[src/design/rld_pkg.sv]
// ----------------------------------------------------------------------------
// rld_pkg
// shared types, constants and helpers of the uart run length decoder
// ----------------------------------------------------------------------------
`default_nettype none

package rld_pkg;

    localparam int DURATION_WIDTH = 15;
    localparam int MBT_W          = 15;
    localparam int DBITS_W        = 4;
    localparam int SBITS_W        = 2;
    localparam int PMODE_W        = 2;
    localparam int CFG_DATA_W     = 15;
    localparam int CFG_ADDR_W     = 2;
    localparam int CNT_W          = 9;
    localparam int NBITS_W        = 8;
    localparam int FLEN_W         = 5;
    localparam int FRAME_W        = 16;
    localparam int BYTE_W         = 8;
    localparam int DIV_CNT_W      = $clog2(DURATION_WIDTH);
    localparam int CMP_W          = (DURATION_WIDTH > MBT_W) ? DURATION_WIDTH : MBT_W;

    localparam logic [CFG_ADDR_W-1:0] CFG_MIN_BIT_TIME = 2'd0;
    localparam logic [CFG_ADDR_W-1:0] CFG_CHAR_LEN     = 2'd1;
    localparam logic [CFG_ADDR_W-1:0] CFG_STOP_LEN     = 2'd2;
    localparam logic [CFG_ADDR_W-1:0] CFG_PARITY_MODE  = 2'd3;

    localparam logic [MBT_W-1:0]   RST_MIN_BIT_TIME = 15'd72;
    localparam logic [DBITS_W-1:0] RST_CHAR_LEN     = 4'd8;
    localparam logic [SBITS_W-1:0] RST_STOP_LEN     = 2'd1;
    localparam logic [PMODE_W-1:0] RST_PARITY_MODE  = 2'd0;

    localparam logic [PMODE_W-1:0] PAR_NONE = 2'd0;
    localparam logic [PMODE_W-1:0] PAR_EVEN = 2'd1;
    localparam logic [PMODE_W-1:0] PAR_ODD  = 2'd2;

    typedef struct packed {
        logic [MBT_W-1:0]   min_bit_time;
        logic [DBITS_W-1:0] char_len;
        logic [SBITS_W-1:0] stop_len;
        logic [PMODE_W-1:0] parity_mode;
    } t_cfg;

    typedef struct packed {
        logic                      first;
        logic                      level;
        logic                      is_zero;
        logic                      is_short;
        logic [DURATION_WIDTH-1:0] ticks;
    } t_run;

    typedef struct packed {
        logic full;
        logic empty;
    } t_q_stat;

    typedef struct packed {
        logic idle;
        logic apply;
    } t_back_stat;

    function automatic logic [MBT_W-1:0] eff_min_bit(input logic [MBT_W-1:0] m);
        eff_min_bit = (m == '0) ? MBT_W'(1) : m;
    endfunction

endpackage

`default_nettype wire

[src/design/rld_queue.sv]
// ----------------------------------------------------------------------------
// rld_queue
// two entry queue of classified runs between front and back
// ----------------------------------------------------------------------------
`default_nettype none

module rld_queue
    import rld_pkg::*;
(
    input  wire logic i_clk,
    input  wire logic i_rst_n,
    input  wire logic i_push,
    input  wire t_run i_item,
    input  wire logic i_pop,
    output t_run      o_item,
    output t_q_stat   o_stat
);

    t_run       r_mem [2];
    logic       r_wr_ptr;
    logic       r_rd_ptr;
    logic [1:0] r_count;

    assign o_item       = r_mem[r_rd_ptr];
    assign o_stat.full  = (r_count == 2'd2);
    assign o_stat.empty = (r_count == 2'd0);

    always_ff @(posedge i_clk) begin
        if (!i_rst_n) begin
            r_wr_ptr <= 1'b0;
            r_rd_ptr <= 1'b0;
            r_count  <= 2'd0;
        end else begin
            if (i_push) begin
                r_wr_ptr <= !r_wr_ptr;
            end
            if (i_pop) begin
                r_rd_ptr <= !r_rd_ptr;
            end
            if (i_push && !i_pop) begin
                r_count <= r_count + 2'd1;
            end else if (i_pop && !i_push) begin
                r_count <= r_count - 2'd1;
            end
        end
    end

    always_ff @(posedge i_clk) begin
        if (i_push) begin
            r_mem[r_wr_ptr] <= i_item;
        end
    end

endmodule

`default_nettype wire

[config.mk]
export PLATFORM = sky130hd
export DESIGN_NAME = rld_queue
export DESIGN_NICKNAME = d
export VERILOG_FILES = /design/src/design/rld_pkg.sv /design/src/design/rld_queue.sv
export SDC_FILE = /design/constraint.sdc
export NUM_CORES = 1
export LEC_CHECK = 0
export BUFFER_PORTS_ARGS = -buffer_cell sky130_fd_sc_hd__buf_2
export CAP_MARGIN = 25
export CORE_ASPECT_RATIO = 0.7
export CORE_MARGIN = 5
export CORE_UTILIZATION = 50
export DETAILED_ROUTE_END_ITERATION = 10
export PLACE_DENSITY = 0.78
export SYNTH_ARGS = -nofsm -noshare
export SYNTH_HDL_FRONTEND = slang
export SYNTH_SLANG_ARGS = --single-unit
[constraint.sdc]
create_clock -name i_clk -period 1.9 [get_ports i_clk]
set_input_delay 0.38 -clock i_clk [delete_from_list [all_inputs] [get_ports i_clk]]
set_output_delay 0.38 -clock i_clk [all_outputs]
set_load 0.02 [all_outputs]
Word-level counts from Yosys, hierarchy flattened:

Memory sizes are Yosys's and may differ from the RTL's. A register that Yosys moved wholly into a read port is not among the register bits.
Index checks and enable logic that the tools add are counted.

* flip-flop bits (word level): 4
* memory bits (writable): 38
* input port bits: 23
* output and inout port bits: 21
* logic and storage cells: 21
* memories kept: 1

Memories
* r_mem: words 2, bits a word 19, read ports 1, clocked after Yosys merged registers in 1, wr ports 1, line rld_queue.sv:19 `t_run r_mem [2];`

* add/sub/neg operators: 2
* equality and inequality tests: 1
* mux-type cells: 6
* reductions and logical operators: 8

Operator list (count)
* 1-bit zero test: 4
* 1-bit two-way mux: 4
* 2-bit two-way mux: 2
* 2-bit by 1-bit adder with 2-bit output, second input constant: 1
* 2-bit equality test, second input constant: 1
* 1-bit logical AND: 2
* 2-bit zero test: 1
* 2-bit nonzero test: 1
* 2-bit by 1-bit subtractor with 2-bit output, second input constant: 1

Longest topological paths before layout:

Gate-level depths: netlist (run 1).

* depth in word-level cells: 4
* gate-level depth with buffers: 5

Worst setup path before layout (run 1):

OpenSTA, ideal clock, no wires.

* path kind: input port to flip-flop
* start point: input i_push
* end point: memory r_mem[0][0] (netlist bit), enable pin
* library setup time: 0.398 ns
* arrival: 1.303 ns
* required time: 1.502 ns
* setup slack: 0.199 ns
* stages on the path: 1
* path through: nor2b_1

* cells in the longest elaborated chain, start to end: 2

RTL lines
* from (decl): line rld_queue.sv:12 `input wire logic i_push,`
* 1-bit two-way mux: line rld_queue.sv:49 `if (i_push) begin`
* 1-bit two-way mux (not written as such): line rld_queue.sv:50 `r_mem[r_wr_ptr] <= i_item;`
* to (decl): line rld_queue.sv:19

Every way passes these cells.

==> flow_summary.ini, run 1 <==
[pwr]
combPwrFrac_pct = 14.4
swShare_pct = 23.0
power.switching_mw = 0.439
total_power_mw = 1.91
p_seq_share_pct = 57.9
p_int_mw = 1.47
p_clk_share_pct = 27.7
power_leakage_nw = 0.768
pwr_density_cell_nw_per_um2 = 972
ir_drop_uv = 532

[clocking]
cts_root_buf = clkbuf_8
clock_path_buffers = 2
cts_buffers = 5
clk_pin_slew_ns = 0.07
insertion_delay_ns = 0.28
cts_resized = 0
cts_setup_buffers = 0
clock_sinks = 43
cts_hold_buffers = 0
cts_tree = done
h-tree-depth = 2

[global_route]
antenna_found_initial = 0
track_usage_pct = 12.6
globalRouteOverflowTotal = 0
grt_pass1_wl_um = 4240
grt_max_degree = 13
grt_pass1_vias = 900

[placement]
portBuffers = 43
dp_hpwl_um = 1930
gp_congestion = 0.675
dp.cells = 166

[die]
dieArea_um2 = 4430
rows = 17
io_pins = 44
core-area_um2 = 3110
start_util_pct = 51.2
fp.dieW_um = 77.4
die-height_um = 57.2

[setup_path]
cp.arrival_ns = 1.32
path_class = reg2out
timing.rr.start = r_count[0]
r2r_slack_ns = 0.85
start_kind = register
endpoint_kind = output pin
reg2reg_to = r_count[1]
reg2regPathDepth = 3
path_max_fanout = 10
critPathRequiredTime_ns = 1.52

[min_path]
hold_path_startpoint = i_item[12]
holdPathStages = 1
min_path_type = in2reg
worstHoldEndpoint = r_mem[0][12]

[logic_synthesis]
ys_seq_area_share_pct = 78.0
yosysWarnings = 0
syn-num-nets = 105
yosys-top-cells-area = edfxtp_1, mux2_2, dfxtp_1
synthesis.area_um2 = 1590
synth_top_area_cell = edfxtp_1
yosys.area.top_type_share_pct = 71.8
synth.most_common_cell = edfxtp_1
ys_dominant_reg_cell = edfxtp_1
synthCells = 81
synth-async-reset-ratio_pct = 0
ys_types = 17
synth_common_cells = edfxtp_1, mux2_2, dfxtp_1, and2_1
synth_edf_count = 38
synth-seq-cells = 43
syn_area_per_cell_um2 = 19.6

[final_layout]
synthToLayoutAreaGrowth_pct = 23.5
finalNonFillerCells = 174
num-fill-cells = 247
diodes = 0
final_util_pct = 63.3
nNetsFinal = 159
drive_gt1_share_pct = 55.1

[detailed_routing]
avgViaCountPerCell = 4.85
drc = 0
drt_iter0_markers = 45
wl_per_cell_um = 15.3
ant_nets = 0
vias = 844
routed_wl_um = 2660
drt-pass1-iter-count = 2

[timing]
setup_viol = 0
post-route-period-util_pct = 89.2
worst_hold_slack_ns = 0.286
grt_setup_unrepaired = false
worstMarginPinSlew_ns = 0.173
skew_ns = 0.00400
slew_headroom_pct = 88.4
max_freq_ghz = 0.590
min_period_ns = 1.70
timing.setup.tns_ns = 0
finalHoldViolCount = 0
final-max-slew-violation-count = 0

[job]
drv_cap = 0

[status]
status = completed
routing by layer:
layer	GRT usage (%)	part of all wire [%]	vias up
li1	-	-	414
met3	5.05	7.1	2
met1	16.8	44	402
met5	0	0	-
met2	18.5	48	26
met4	5.15	0.56	0
critical path, cell delays in order (launching register included):
cell	delay (ns)
dfxtp_1	0.33
buf_4	0.19
mux2_2	0.36
buf_2	0.16
through the flow:
stage | area [µm²] | setup slack [ns]
2_1_floorplan | 1590 | 0.199
3_3_place_gp | 1880 | 0.508
3_5_place_dp | 1880 | 0.487
4_1_cts | 1960 | 0.191
5_1_grt | 1960 | 0.150
6_report | 1960 | 0.205
state kept, by name (all words and copies together) (netlist names), named ones only:
name and flops:
r_wr_ptr 1, r_mem 38, r_rd_ptr 1, r_count 2
logic make-up (layout without fill, tap and decap cells):
group / Yosys count / after routing / synth area share, %
simple gates: 9 / 9 / 3.54
compound gates: 3 / 3 / 1.26
mux: 19 / 19 / 13.5
flops: 43 / 43 / 78.0
buf+inv: 3 / 58 / 1.26
xor+xnor: 3 / 3 / 1.65
fa+ha+maj: 1 / 1 / 0.787
cell type report:
class / instances / area, µm² / share of cell area, %
inverters: 1 / 3.75 / 0.191
well taps: 38 / 47.5 / 2.42
clock buffers: 8 / 80.1 / 4.08
flip-flops and latches: 43 / 1240 / 63.2
multi-input cells: 35 / 332 / 16.9
repair buffers: 49 / 260 / 13.2
worst max path at each step:
| stage | start | end | slack [ns] | cells past startpoint |
|---|---|---|---|---|
| finish | register | o_item[16] | 0.20 | 3 |
| global placement | register | o_item[16] | 0.51 | 3 |
| floorplan | i_push | r_mem[0][0] | 0.20 | 1 |
| global route | register | o_item[16] | 0.15 | 3 |
| detailed placement | i_push | r_count[1] | 0.49 | 4 |
| CTS | register | o_item[16] | 0.19 | 3 |
layout by cell type, fill, tap and decap left out, drive strengths merged:
cell,count
xnor2,1
xor2,2
buf,49
o21a,1
dfxtp,5
and2,4
clkbuf,8
o21ai,1
mux2,19
or3,1
nor2,1
ha,1
inv,1
a21boi,1
and2b,1
nor2b,2
edfxtp,38
power groups by stage:
| stage | Sequential, mW | Clock [mW] | Combinational (mW) |
|---|---|---|---|
| final | 1.11 | 0.529 | 0.276 |
| after global routing | 1.11 | 0.575 | 0.300 |
| after CTS | 1.11 | 0.545 | 0.281 |
| after detailed placement | 1.13 | 0 | 0.278 |
| after global placement | 1.12 | 0 | 0.274 |
| after floorplan | 1.12 | 0 | 0.179 |
(Power assumes the default switching activity.)
==> inputs of run 2 (changes only) <==
CORE_UTILIZATION = 54   (was 50)
GPL_TIMING_DRIVEN = 0   (was not set)
PLACE_DENSITY = 0.83   (was 0.78)
clock period = 2.1 ns   (was 1.9 ns; I/O delays follow)
==> flow_summary.ini, run 2 (synthesized netlist as in run 1, its figures left out) <==
[status]
status = completed

[clocking]
h-tree-depth = 2
clock_path_buffers = 2
cts_tree = done
cts_root_buf = clkbuf_8
clock_sinks = 43
cts_resized = 0
cts_setup_buffers = 0
cts_buffers = 5
insertion_delay_ns = 0.28
clk_pin_slew_ns = 0.07
cts_hold_buffers = 0

[setup_path]
reg2regPathDepth = 1
timing.rr.start = r_wr_ptr
critPathRequiredTime_ns = 1.68
start_kind = register
cp.arrival_ns = 1.53
r2r_slack_ns = 0.67
path_class = reg2out
path_max_fanout = 10
endpoint_kind = output pin
reg2reg_to = r_mem[1][12]

[die]
core-area_um2 = 2800
fp.dieW_um = 74.9
rows = 16
die-height_um = 55.4
dieArea_um2 = 4150
io_pins = 44
start_util_pct = 56.7

[final_layout]
final_common_cell = buf_2
synthToLayoutAreaGrowth_pct = 22.6
drive_gt1_share_pct = 54.9
num-fill-cells = 201
regMostFlops = r_mem
diodes = 0
final_cell_mix = buf_2, edfxtp_1, mux2_2, dfxtp_1, clkbuf_8
nNetsFinal = 156
finalNonFillerCells = 169
top_regs = r_mem: 38 flops, r_count: 2 flops
largest_reg_flops = 38
finalInstanceArea_um2 = 1950

[min_path]
worstHoldEndpoint = r_mem[1][3]
min_path_type = in2reg
holdPathStages = 1
hold_path_startpoint = i_item[3]

[placement]
dp_hpwl_um = 1920
gp_congestion = 0.661
postPlaceCellArea_um2 = 1870
portBuffers = 43
post-place-ws_ns = 0.443
dp.cells = 161

[detailed_routing]
drc = 0
drt-pass1-iter-count = 4
wl_per_cell_um = 15.5
routed_wl_um = 2620
drt_iter0_markers = 43
vias = 848
avgViaCountPerCell = 5.02
ant_nets = 0

[timing]
grt_setup_unrepaired = false
final-max-slew-violation-count = 0
setup_viol = 0
slew_headroom_pct = 44.2
finalHoldViolCount = 0
post-route-period-util_pct = 92.8
setup_ws_ns = 0.151
worstMarginPinSlew_ns = 0.837
min_period_ns = 1.95
skew_ns = 0.00705
timing.setup.tns_ns = 0
max_freq_ghz = 0.513

[global_route]
track_usage_pct = 13.4
grt_pass1_vias = 871
grt_pass1_wl_um = 4090
grt_max_degree = 20
antenna_found_initial = 0
globalRouteOverflowTotal = 0

[job]
drv_cap = 0

[pwr]
power_leakage_nw = 0.758
ir_drop_uv = 587
pwr_density_cell_nw_per_um2 = 884
## run 2: cell types whose count changed in the layout (fill, tap and decap cells not counted)
cell      before  now
buf_2         43   44
buf_4          6    0
buf_6          0    1
buf_8          0    1
clkbuf_1       3    2
clkinv_2       0    1
## run 2: layer usage
metal	global-route usage (%)	up-vias	routed length (µm)
met1	16.3	407	1040
met5	0	-	0
li1	-	406	-
met3	4.89	5	216
met2	21.2	30	1330
met4	5.33	0	25
## run 2: cell type report
cell class,count,area [µm²],area share (%)
flip-flops and latches,43,1240,63.7
clock buffers,7,76.3,3.92
multi-input cells,35,332,17.0
clock inverters,1,5.00,0.257
well taps,36,45.0,2.31
plain buffers,2,16.3,0.834
inverters,1,3.75,0.193
repair buffers,44,230,11.8
## run 2: worst max-delay path by stage
| stage | startpoint | endpoint |
|---|---|---|
| after floorplan | i_push | r_mem[0][0] |
| after global placement | i_push | r_mem[0][2] |
| after detailed placement | register | o_item[6] |
| after CTS | register | o_item[6] |
| final | register | o_item[6] |
| after global routing | register | o_item[3] |
## run 2: power by group
group	total, mW	leakage (nW)	internal [mW]	switching [mW]
Combinational	0.249	0.317	0.109	0.140
Sequential	0.999	0.398	0.983	0.0159
Clock	0.475	0.0422	0.233	0.242
## run 2: critical path, cell delays in order, from the launching register on
cell     delay, ns
dfxtp_1       0.30
buf_2         0.24
buf_6         0.20
mux2_2        0.35
buf_2         0.16
## run 2: stage by stage
step	utilization (%)	power, mW	hold WS (ns)
2_1_floorplan	-	1.18	0.466
3_3_place_gp	66.0	1.25	0.477
3_5_place_dp	66.7	1.27	0.489
4_1_cts	69.6	1.75	0.309
5_1_grt	69.6	1.80	0.304
6_report	69.6	1.72	0.321
